[src/hdl/dtq_pkg.sv]
`default_nettype none

package dtq_pkg;

    // Sizing
    localparam int QUEUE_DEPTH   = 16;
    localparam int TIME_WIDTH    = 32;
    localparam int TASK_ID_WIDTH = 8;
    localparam int ORDER_WIDTH   = 16;
    localparam int RESULT_LIMIT  = 16;
    localparam int REL_LIMIT     = (QUEUE_DEPTH < RESULT_LIMIT) ? QUEUE_DEPTH : RESULT_LIMIT;
    localparam int IDX_W         = $clog2(QUEUE_DEPTH);
    localparam int CNT_W         = $clog2(QUEUE_DEPTH + 1);
    localparam int REL_W         = $clog2(REL_LIMIT + 1);

    // Port field widths
    localparam int ID_PORT_W     = 8;
    localparam int DELAY_W       = 16;
    localparam int KIND_W        = 2;
    localparam int PEND_W        = 5;

    // Input modes
    localparam logic MODE_SCHED = 1'b0;
    localparam logic MODE_TICK  = 1'b1;

    // Result kinds
    localparam logic [KIND_W-1:0] KIND_ACCEPTED = 2'd0;
    localparam logic [KIND_W-1:0] KIND_REJECTED = 2'd1;
    localparam logic [KIND_W-1:0] KIND_RELEASED = 2'd2;

    // Record carried from cell to cell by a sweep
    typedef struct packed {
        logic                     act;
        logic                     sched;
        logic                     found;
        logic [TIME_WIDTH-1:0]    dl;
        logic [ORDER_WIDTH-1:0]   age;
        logic [IDX_W-1:0]         idx;
        logic [TASK_ID_WIDTH-1:0] tid;
    } carry_t;

    // New entry offered to the first free cell
    typedef struct packed {
        logic [TIME_WIDTH-1:0]    dl;
        logic [TASK_ID_WIDTH-1:0] tid;
        logic [ORDER_WIDTH-1:0]   ord;
    } wr_t;

    // Slot release strobe
    typedef struct packed {
        logic             en;
        logic [IDX_W-1:0] idx;
    } clr_t;

    // a - b taken as a signed TIME_WIDTH value is negative
    function automatic logic time_before(input logic [TIME_WIDTH-1:0] a,
                                         input logic [TIME_WIDTH-1:0] b);
        logic [TIME_WIDTH-1:0] d;
        d = a - b;
        return d[TIME_WIDTH-1];
    endfunction

    // Pending count as seen on the port (low bits only)
    function automatic logic [PEND_W-1:0] cnt_out(input logic [CNT_W-1:0] c);
        logic [CNT_W+PEND_W-1:0] t;
        t = (CNT_W + PEND_W)'(c);
        return t[PEND_W-1:0];
    endfunction

    // Stored task identifier as seen on the port
    function automatic logic [ID_PORT_W-1:0] id_out(input logic [TASK_ID_WIDTH-1:0] id);
        logic [TASK_ID_WIDTH+ID_PORT_W-1:0] t;
        t = (TASK_ID_WIDTH + ID_PORT_W)'(id);
        return t[ID_PORT_W-1:0];
    endfunction

endpackage

`default_nettype wire

[src/hdl/deadline_timer_queue.sv]
// Earliest-deadline timer queue.
// Input channel (in_valid/in_ready): mode 0 schedules task_id due delay ticks
// from now; mode 1 advances time by one tick. Output channel (out_valid/
// out_ready): kind, released_id, last, pending_count.
// A schedule item gives one result (accepted or rejected when all slots are
// taken), with last set. A tick releases every due task, earliest deadline
// first, ties in arrival order, up to sixteen; the final one carries last. A
// tick with nothing due gives no result.
// Work is done by a sweep that walks the row of QUEUE_DEPTH cells, one cell
// per cycle. One item is in work at a time and in_ready is high only when
// the block is idle.
// A result sits in an output register; when the receiver stalls the block
// holds the next result and waits, with state unchanged.
// Reset clears time, the arrival counter and every slot; the block is ready
// in the first cycle after reset is released.
`default_nettype none

module deadline_timer_queue
    import dtq_pkg::*;
(
    input  wire logic                 clk,
    input  wire logic                 rst_n,
    input  wire logic                 in_valid,
    output logic                      in_ready,
    input  wire logic                 mode,
    input  wire logic [ID_PORT_W-1:0] task_id,
    input  wire logic [DELAY_W-1:0]   delay,
    output logic                      out_valid,
    input  wire logic                 out_ready,
    output logic [KIND_W-1:0]         kind,
    output logic [ID_PORT_W-1:0]      released_id,
    output logic                      last,
    output logic [PEND_W-1:0]         pending_count
);

    typedef enum logic [1:0] {
        ST_IDLE,
        ST_SWEEP,
        ST_EMIT
    } state_t;

    typedef enum logic [1:0] {
        NX_IDLE,
        NX_LAUNCH,
        NX_FLUSH
    } after_t;

    typedef struct packed {
        logic [KIND_W-1:0]        kind;
        logic [TASK_ID_WIDTH-1:0] tid;
        logic                     last;
        logic [CNT_W-1:0]         cnt;
    } res_t;

    state_t                   state_reg;
    after_t                   nxt_reg;
    logic [TIME_WIDTH-1:0]    now_reg;
    logic [ORDER_WIDTH-1:0]   arr_reg;
    logic [CNT_W-1:0]         cnt_reg;
    logic [REL_W-1:0]         rel_reg;
    wr_t                      wr_reg;
    res_t                     res_reg;
    res_t                     held_reg;
    logic                     held_vld_reg;
    carry_t                   launch_reg;
    logic                     out_valid_reg;
    res_t                     out_reg;

    carry_t                   chain [QUEUE_DEPTH+1];
    carry_t                   end_c;
    logic [QUEUE_DEPTH-1:0]   valid_vec;
    logic [QUEUE_DEPTH:0]     act_vec;
    clr_t                     clr;
    logic                     sweep_done;
    logic                     out_free;
    logic                     in_xfer;
    logic [REL_W-1:0]         rel_inc;
    logic                     limit_hit;
    res_t                     new_rel;

    // Row of cells
    assign chain[0] = launch_reg;
    assign act_vec[0] = launch_reg.act;

    for (genvar i = 0; i < QUEUE_DEPTH; i++)
    begin : g_cell
        dtq_cell u_cell (
            .clk       (clk),
            .rst_n     (rst_n),
            .cell_idx  (IDX_W'(i)),
            .now_time  (now_reg),
            .arrival   (arr_reg),
            .wr        (wr_reg),
            .clr       (clr),
            .carry_in  (chain[i]),
            .carry_out (chain[i+1]),
            .valid     (valid_vec[i])
        );
        assign act_vec[i+1] = chain[i+1].act;
    end

    assign end_c = chain[QUEUE_DEPTH];

    // Sweep outcome and release strobe
    assign sweep_done = (state_reg == ST_SWEEP) && end_c.act;
    assign clr.en     = sweep_done && !end_c.sched && end_c.found;
    assign clr.idx    = end_c.idx;

    assign rel_inc   = rel_reg + REL_W'(1);
    assign limit_hit = (rel_inc == REL_W'(REL_LIMIT));

    always_comb
    begin
        new_rel.kind = KIND_RELEASED;
        new_rel.tid  = end_c.tid;
        new_rel.last = 1'b0;
        new_rel.cnt  = cnt_reg - CNT_W'(1);
    end

    assign in_ready = (state_reg == ST_IDLE);
    assign in_xfer  = in_valid && in_ready;
    assign out_free = !out_valid_reg || out_ready;

    // Control sequencer and output register
    always_ff @(posedge clk or negedge rst_n)
    begin
        if (!rst_n)
        begin
            state_reg     <= ST_IDLE;
            nxt_reg       <= NX_IDLE;
            now_reg       <= '0;
            arr_reg       <= '0;
            cnt_reg       <= '0;
            rel_reg       <= '0;
            wr_reg        <= '0;
            res_reg       <= '0;
            held_reg      <= '0;
            held_vld_reg  <= 1'b0;
            launch_reg    <= '0;
            out_valid_reg <= 1'b0;
            out_reg       <= '0;
        end
        else
        begin
            launch_reg.act <= 1'b0;

            if (out_valid_reg && out_ready)
                out_valid_reg <= 1'b0;

            case (state_reg)
                ST_IDLE:
                begin
                    if (in_xfer)
                    begin
                        wr_reg.dl  <= now_reg + TIME_WIDTH'(delay);
                        wr_reg.tid <= task_id[TASK_ID_WIDTH-1:0];
                        wr_reg.ord <= arr_reg;
                        if (mode == MODE_TICK)
                            now_reg <= now_reg + TIME_WIDTH'(1);
                        rel_reg          <= '0;
                        held_vld_reg     <= 1'b0;
                        launch_reg       <= '0;
                        launch_reg.act   <= 1'b1;
                        launch_reg.sched <= (mode == MODE_SCHED);
                        state_reg        <= ST_SWEEP;
                    end
                end

                ST_SWEEP:
                begin
                    if (sweep_done)
                    begin
                        if (end_c.sched)
                        begin
                            res_reg.tid  <= wr_reg.tid;
                            res_reg.last <= 1'b1;
                            if (end_c.found)
                            begin
                                res_reg.kind <= KIND_ACCEPTED;
                                res_reg.cnt  <= cnt_reg + CNT_W'(1);
                                cnt_reg      <= cnt_reg + CNT_W'(1);
                                arr_reg      <= arr_reg + ORDER_WIDTH'(1);
                            end
                            else
                            begin
                                res_reg.kind <= KIND_REJECTED;
                                res_reg.cnt  <= cnt_reg;
                            end
                            nxt_reg   <= NX_IDLE;
                            state_reg <= ST_EMIT;
                        end
                        else if (end_c.found)
                        begin
                            cnt_reg      <= cnt_reg - CNT_W'(1);
                            rel_reg      <= rel_inc;
                            held_reg     <= new_rel;
                            held_vld_reg <= 1'b1;
                            if (held_vld_reg)
                            begin
                                res_reg      <= held_reg;
                                res_reg.last <= 1'b0;
                                nxt_reg      <= limit_hit ? NX_FLUSH : NX_LAUNCH;
                                state_reg    <= ST_EMIT;
                            end
                            else if (limit_hit)
                            begin
                                res_reg      <= new_rel;
                                res_reg.last <= 1'b1;
                                nxt_reg      <= NX_IDLE;
                                state_reg    <= ST_EMIT;
                            end
                            else
                            begin
                                launch_reg       <= '0;
                                launch_reg.act   <= 1'b1;
                                launch_reg.sched <= 1'b0;
                            end
                        end
                        else if (held_vld_reg)
                        begin
                            res_reg      <= held_reg;
                            res_reg.last <= 1'b1;
                            nxt_reg      <= NX_IDLE;
                            state_reg    <= ST_EMIT;
                        end
                        else
                        begin
                            state_reg <= ST_IDLE;
                        end
                    end
                end

                ST_EMIT:
                begin
                    if (out_free)
                    begin
                        out_valid_reg <= 1'b1;
                        out_reg       <= res_reg;
                        case (nxt_reg)
                            NX_LAUNCH:
                            begin
                                launch_reg       <= '0;
                                launch_reg.act   <= 1'b1;
                                launch_reg.sched <= 1'b0;
                                state_reg        <= ST_SWEEP;
                            end
                            NX_FLUSH:
                            begin
                                res_reg      <= held_reg;
                                res_reg.last <= 1'b1;
                                nxt_reg      <= NX_IDLE;
                            end
                            default:
                            begin
                                state_reg <= ST_IDLE;
                            end
                        endcase
                    end
                end

                default:
                begin
                    state_reg <= ST_IDLE;
                end
            endcase
        end
    end

    assign out_valid     = out_valid_reg;
    assign kind          = out_reg.kind;
    assign released_id   = id_out(out_reg.tid);
    assign last          = out_reg.last;
    assign pending_count = cnt_out(out_reg.cnt);

    // Checks
    // a slot is claimed mid-sweep, the count follows at the end of the sweep
    a_count_matches: assert property (@(posedge clk) disable iff (!rst_n)
        (state_reg != ST_SWEEP) |-> ($countones(valid_vec) == int'(cnt_reg)))
        else $error("pending count disagrees with occupied cells");

    a_one_sweep: assert property (@(posedge clk) disable iff (!rst_n)
        $onehot0(act_vec))
        else $error("more than one sweep in the cell row");

    a_release_occupied: assert property (@(posedge clk) disable iff (!rst_n)
        clr.en |-> valid_vec[clr.idx])
        else $error("release of an empty slot");

    a_accept_launches: assert property (@(posedge clk) disable iff (!rst_n)
        in_xfer |=> (launch_reg.act && (state_reg == ST_SWEEP)))
        else $error("accepted item did not start a sweep");

    a_rel_bound: assert property (@(posedge clk) disable iff (!rst_n)
        int'(rel_reg) <= REL_LIMIT)
        else $error("release count past limit");

endmodule

`default_nettype wire

[src/hdl/dtq_cell.sv]
`default_nettype none

module dtq_cell
    import dtq_pkg::*;
(
    input  wire logic                  clk,
    input  wire logic                  rst_n,
    input  wire logic [IDX_W-1:0]      cell_idx,
    input  wire logic [TIME_WIDTH-1:0] now_time,
    input  wire logic [ORDER_WIDTH-1:0] arrival,
    input  wire wr_t                   wr,
    input  wire clr_t                  clr,
    input  wire carry_t                carry_in,
    output carry_t                     carry_out,
    output logic                       valid
);

    logic                     valid_reg;
    logic                     valid_next;
    logic [TIME_WIDTH-1:0]    dl_reg;
    logic [TASK_ID_WIDTH-1:0] tid_reg;
    logic [ORDER_WIDTH-1:0]   ord_reg;
    carry_t                   carry_reg;
    carry_t                   carry_next;

    logic [ORDER_WIDTH-1:0]   age;
    logic                     due;
    logic                     better;
    logic                     take_rel;
    logic                     take_free;

    // Candidate test: due entries compete on deadline, then on age
    assign age       = arrival - ord_reg;
    assign due       = valid_reg && !time_before(now_time, dl_reg);
    assign better    = !carry_in.found || time_before(dl_reg, carry_in.dl) ||
                       ((dl_reg == carry_in.dl) && (age > carry_in.age));
    assign take_rel  = !carry_in.sched && due && better;
    assign take_free = carry_in.sched && !carry_in.found && !valid_reg;

    // Record handed to the next cell
    always_comb
    begin
        carry_next = carry_in;
        if (take_rel || take_free)
        begin
            carry_next.found = 1'b1;
            carry_next.dl    = dl_reg;
            carry_next.age   = age;
            carry_next.idx   = cell_idx;
            carry_next.tid   = tid_reg;
        end
    end

    // Slot occupancy: claimed by a schedule sweep, freed by a release
    always_comb
    begin
        valid_next = valid_reg;
        if (carry_in.act && take_free)
            valid_next = 1'b1;
        else if (clr.en && (clr.idx == cell_idx))
            valid_next = 1'b0;
    end

    always_ff @(posedge clk or negedge rst_n)
    begin
        if (!rst_n)
        begin
            valid_reg <= 1'b0;
            carry_reg <= '0;
        end
        else
        begin
            valid_reg <= valid_next;
            carry_reg <= carry_next;
        end
    end

    // Entry payload, written when this slot is claimed
    always_ff @(posedge clk)
    begin
        if (carry_in.act && take_free)
        begin
            dl_reg  <= wr.dl;
            tid_reg <= wr.tid;
            ord_reg <= wr.ord;
        end
    end

    assign carry_out = carry_reg;
    assign valid     = valid_reg;

endmodule

`default_nettype wire

[config.mk]
export PLATFORM = sky130hd
export DESIGN_NAME = deadline_timer_queue
export DESIGN_NICKNAME = d
export VERILOG_FILES = /design/src/hdl/dtq_pkg.sv /design/src/hdl/deadline_timer_queue.sv /design/src/hdl/dtq_cell.sv
export SDC_FILE = /design/constraint.sdc
export NUM_CORES = 2
export LEC_CHECK = 0
export BUFFER_PORTS_ARGS = -buffer_cell sky130_fd_sc_hd__buf_2
export CORE_ASPECT_RATIO = 0.8
export CORE_MARGIN = 1.5
export CORE_UTILIZATION = 35
export DETAILED_ROUTE_END_ITERATION = 10
export SKIP_LAST_GASP = 1
export SYNTH_ARGS = -nofsm -noshare
export SYNTH_HDL_FRONTEND = slang
export SYNTH_HIERARCHICAL = 1
export SYNTH_SLANG_ARGS = --single-unit
[constraint.sdc]
create_clock -name clk -period 16.5 [get_ports clk]
set_input_delay 2.475 -clock clk [delete_from_list [all_inputs] [get_ports clk]]
set_output_delay 2.475 -clock clk [all_outputs]
set_load 0.005 [all_outputs]
* Word level (Yosys, flattened, before mapping) *
Index checks and enable logic that the tools add are counted.

cells by class
  add/sub/neg operators = 54
  multipliers = 0
  divide/modulo/power cells = 0
  $lt $le $gt $ge = 16
  equality and inequality tests = 49
  shifts and indexed selects = 0
  mux-type cells = 103
  bitwise logic cells = 2
  reductions and logical operators = 280

operators with widths
  cell                                            number
  subtractor 32 bit                               32
  two-way mux 61 bit                              16
  == test 32 bit                                  16
  two-way mux 63 bit                              8
  > comparator 16 bit                             16
  subtractor 16 bit                               16
  case mux 63 bit (3 select lines)                1
  logical AND 1 bit                               133
  two-way mux 16 bit                              8
  zero test 1 bit                                 66
  logical OR 1 bit                                49
  two-way mux 1 bit                               40
  nonzero test 2 bit                              19
  two-way mux 5 bit                               7
  two-way mux 2 bit                               17
  adder 32 x 1 -> 32 bit (second input constant)  1
  adder 32 x 16 -> 32 bit                         1
  == test 4 bit (second input constant)           8
  case mux 16 bit (2 select lines)                1
  adder 16 x 1 -> 16 bit (second input constant)  1
  == test 4 x 3 -> 1 bit (second input constant)  4
  != test 2 bit (second input constant)           7
  adder 5 x 1 -> 5 bit (second input constant)    2
  case mux 5 bit (2 select lines)                 1
  23 further kinds                                34

storage, ports and cells
  register bits = 2101
  latch bits = 0
  RAM bits = 0
  ROM bits = 0
  bits of input ports = 29
  output and inout port bits = 18
  word-level logic and storage cells = 707
  memories kept = 0

* Depth between registers and ports, before layout *
  word-level depth = 8
  mapped depth = 21
  mapped depth without buffers = 20

* By module *
Netlist, hierarchy kept.

modules (own cells, without submodules)
  module                             times used  cells each  area an instance (µm²)  sequential area each (µm²)
  dtq_cell at g_cell[12].u_cell ...  10          592         6791.5                  3283.1
  dtq_cell at g_cell[0].u_cell ...   6           601         6821.5                  3283.1
  deadline_timer_queue               1           887         8558.2                  4204.0

* Least setup slack after synthesis *
Ideal clock, no wire load.

  path type = reg2reg
  start = register arr_reg[1]
  end = register g_cell[10].u_cell.carry_reg, in the netlist g_cell[10].u_cell/carry_out[22]
  setup time = 0.128 ns
  arrival = 5.405 ns
  data required time = 16.372 ns
  path slack = 10.967 ns
  stages on the path, launching flop included = 19
  path buffers = 1
  period minus slack after synthesis = 5.533 ns
  cells stage by stage = dfrtp_1 ha_1 nor2b_1 o31a_1 o21ai_0 a21boi_0 a21oi_1 mux2_2 a221oi_1 ha_1 nand4_1 nor2_1 a221o_1 a211oi_1 o211ai_1 mux2_2 a41oi_4 buf_4 mux2_1

RTL lines
  what                    RTL line                     RTL
  start, declared         deadline_timer_queue.sv:58   logic [ORDER_WIDTH-1:0] arr_reg;
  start signal, assigned  deadline_timer_queue.sv:182  arr_reg <= arr_reg + ORDER_WIDTH'(1);
  end signal, assigned    dtq_cell.sv:74               carry_reg <= carry_next;
  end, declared           dtq_cell.sv:23               carry_t carry_reg;

==> summary.txt <==
status - finished clean
Leak - 0.0630 uW
synthesized cell area - 116,000 um2
CTS tree - built
Worst Path Buf+Inv - 2
Post-Route Skew - 0.0598 ns
cell count after synthesis - 10,313
overall power - 19,100 uW
GRT Resource Usage Total - 0.192
met1 wire length - 157 mm
Met3 Routed Length - 21.3 mm
Setup-failing EPs final - 0
syn_area_per_cell - 11.2 um2
Crit path max-delay family - compound AO/OA/AOI/OAI gates
pin count of the biggest net entering global routing - 161
setup repair after global routing missed its margin - no
critical path launch point type - register
yosys warns - 6
Post-CTS Setup Repair Bufs - 0
uppermost layer routed - met5
DRT iter0 DRCs - 7,006
worst reg2reg path depth - 19
Die W - 646 um
wire length on met2 - 138 mm
vias in the first global route - 76,247
Worst Hold Class - reg -> reg
DRT Pass-1 Iters - 6
fillcell total - 31,625
global-route wire length before repair - 483 mm
Max stage delay cell, worst path - buf_4
# H-tree levels - 4
initial antenna violation count - 38
CTS sink cnt - 2,040
hold-critical path depth - 0
Critical Path RT - 17.23 ns
Routed wire per std cell - 21.1 um
CTS Root Cell - clkbuf_16
Die H - 517 um
Rel. slew slack - 0.147
num rows - 188
final RePlAce weighted congestion - 0.901
PwrDens - 147 nW/um2
design area - 130,000 um2
final WL - 324 mm
WS Path Type - reg -> reg
Starting Density - 0.352
CP Cell Sequence - buf_4 > ha_1 > o21a_1 > o31a_1 > o21ai_0 > a21boi_0 > a21oi_1 > mux2_2 > a221oi_1 > ha_1 > nand4_1 > nor2_1 > a221o_1 > a211oi_1 > o211ai_1 > mux2_2 > a41oi_4 > buf_4 > mux2_1
max FFs per register - 960
crit path max fanout - 53
Via-to-Cell Ratio - 5.09
DRC violations left - 0
WP data arrival - 8.10 ns
Hold Slack - 0.375 ns
placed cell area - 123,000 um2
final-report hold violation count - 0
Pins Over Slew Limit - 0
IO Count - 47
Peak VDD IR - 0.0961 mV
Placeable Area - 328,000 um2
multi-input logic area - 54,300 um2
f_max - 136 MHz
vias - 77,973
Max Root-Sink Buffers - 4
critical path's largest stage delay - 0.90 ns
Max Cap Viol - 0
clock-pin slew on the worst setup and hold paths - 0.07 ns
Tmin final - 7.37 ns
register area - 55,600 um2
P&R area growth vs syn - 12.2%
share of post-route cells with drive strength above 1 - 0.0652
Resized cells post-CTS - 0
clock buffer count from CTS - 207
Detail Route Antenna Nets - 0
period utilisation layout - 0.447
PortBufs - 46
setup TNS - 0 ns
Crit. path cell count - 19
hold-fix buffer count after cts - 0
actual slew at the worst max-slew pin - 1.28 ns
total gr overflow - 0
Die Area - 334,000 um2
dpl hpwl - 238 mm
NumNets Final - 12,315
crit path capture type - register
clk_lat worst skew - 0.90 ns
## final cells by class
class | count | share of cell area
flip-flops and latches | 2040 | 0.428
multi-input cells | 6755 | 0.418
inverters | 1586 | 0.0459
clock buffers | 266 | 0.0449
well taps | 4370 | 0.0421
clock inverters | 112 | 0.0104
repair buffers | 186 | 0.0104
diodes | 11 | 0.000212
## layer usage
metal,up-vias,track usage
met5,-,0
met4,8,0.0446
met3,394,0.0260
met2,2129,0.293
met1,38085,0.286
li1,37357,-
## final timing paths
kind	from	endpoint	slack [ns]
worst min register to register	g_cell[3].u_cell/carry_out[62]$_DFF_PN0_	g_cell[4].u_cell/carry_out[62]$_DFF_PN0_	0.37
min in group asynchronous	rst_n	g_cell[0].u_cell/carry_out[38]$_DFF_PN0_	1.61
worst max register to register	arr_reg[3]$_DFFE_PN0P_	g_cell[2].u_cell/carry_out[28]$_DFF_PN0_	9.13
max in group asynchronous	rst_n	g_cell[11].u_cell/carry_out[54]$_DFF_PN0_	11.79
worst min-delay path	g_cell[3].u_cell/carry_out[62]$_DFF_PN0_	g_cell[4].u_cell/carry_out[62]$_DFF_PN0_	0.37
worst max-delay path	arr_reg[3]$_DFFE_PN0P_	g_cell[2].u_cell/carry_out[28]$_DFF_PN0_	9.13
## cell usage in the layout, fill, tap and decap left out, drive strengths merged, types with 26 or more instances in the layout
cell,n
and2,51
xnor2,180
edfxtp,896
nand2,623
xor2,179
nor2b,61
buf,186
mux2i,478
a211o,30
clkbuf,266
a211oi,97
nand3b,37
nor4,36
mux2,482
ha,1493
a2111oi,55
conb,210
bufinv,29
nor3,190
a221oi,63
nor2,432
inv,1591
a21o,180
nand4,220
a21oi,604
nand3,224
nand2b,37
o21ai,372
clkinv,65
o41ai,26
and4,30
dfrtp,1144
## worst register-to-register path: stages (launching register included)
cell and delay, ns:
dfrtp_1 0.85, buf_4 0.37, ha_1 0.32, o21a_1 0.12, o31a_1 0.10, o21ai_0 0.27
a21boi_0 0.21, a21oi_1 0.44, mux2_2 0.39, a221oi_1 0.33, ha_1 0.33, nand4_1 0.15
nor2_1 0.07, a221o_1 0.32, a211oi_1 0.43, o211ai_1 0.17, mux2_2 0.33, a41oi_4 0.66
buf_4 0.90, mux2_1 0.47
## through the flow
step                cells   util  setup WS, ns
finish              15326  0.395          9.13
global route        15316  0.395          8.85
CTS                 15315  0.395          9.12
detailed placement  14937  0.373          9.18
global placement    14937  0.373          9.20
floorplan           10521      -         10.97
## where the power goes
group	total [uW]	internal, uW	switching, uW	leakage, uW
clock	5050	2950	2100	0.00354
sequential	7750	6850	906	0.0220
combinational	6340	2510	3830	0.0375
total	19100	12300	6840	0.0630
No activity file was read; power rests on OpenSTA's default activity.
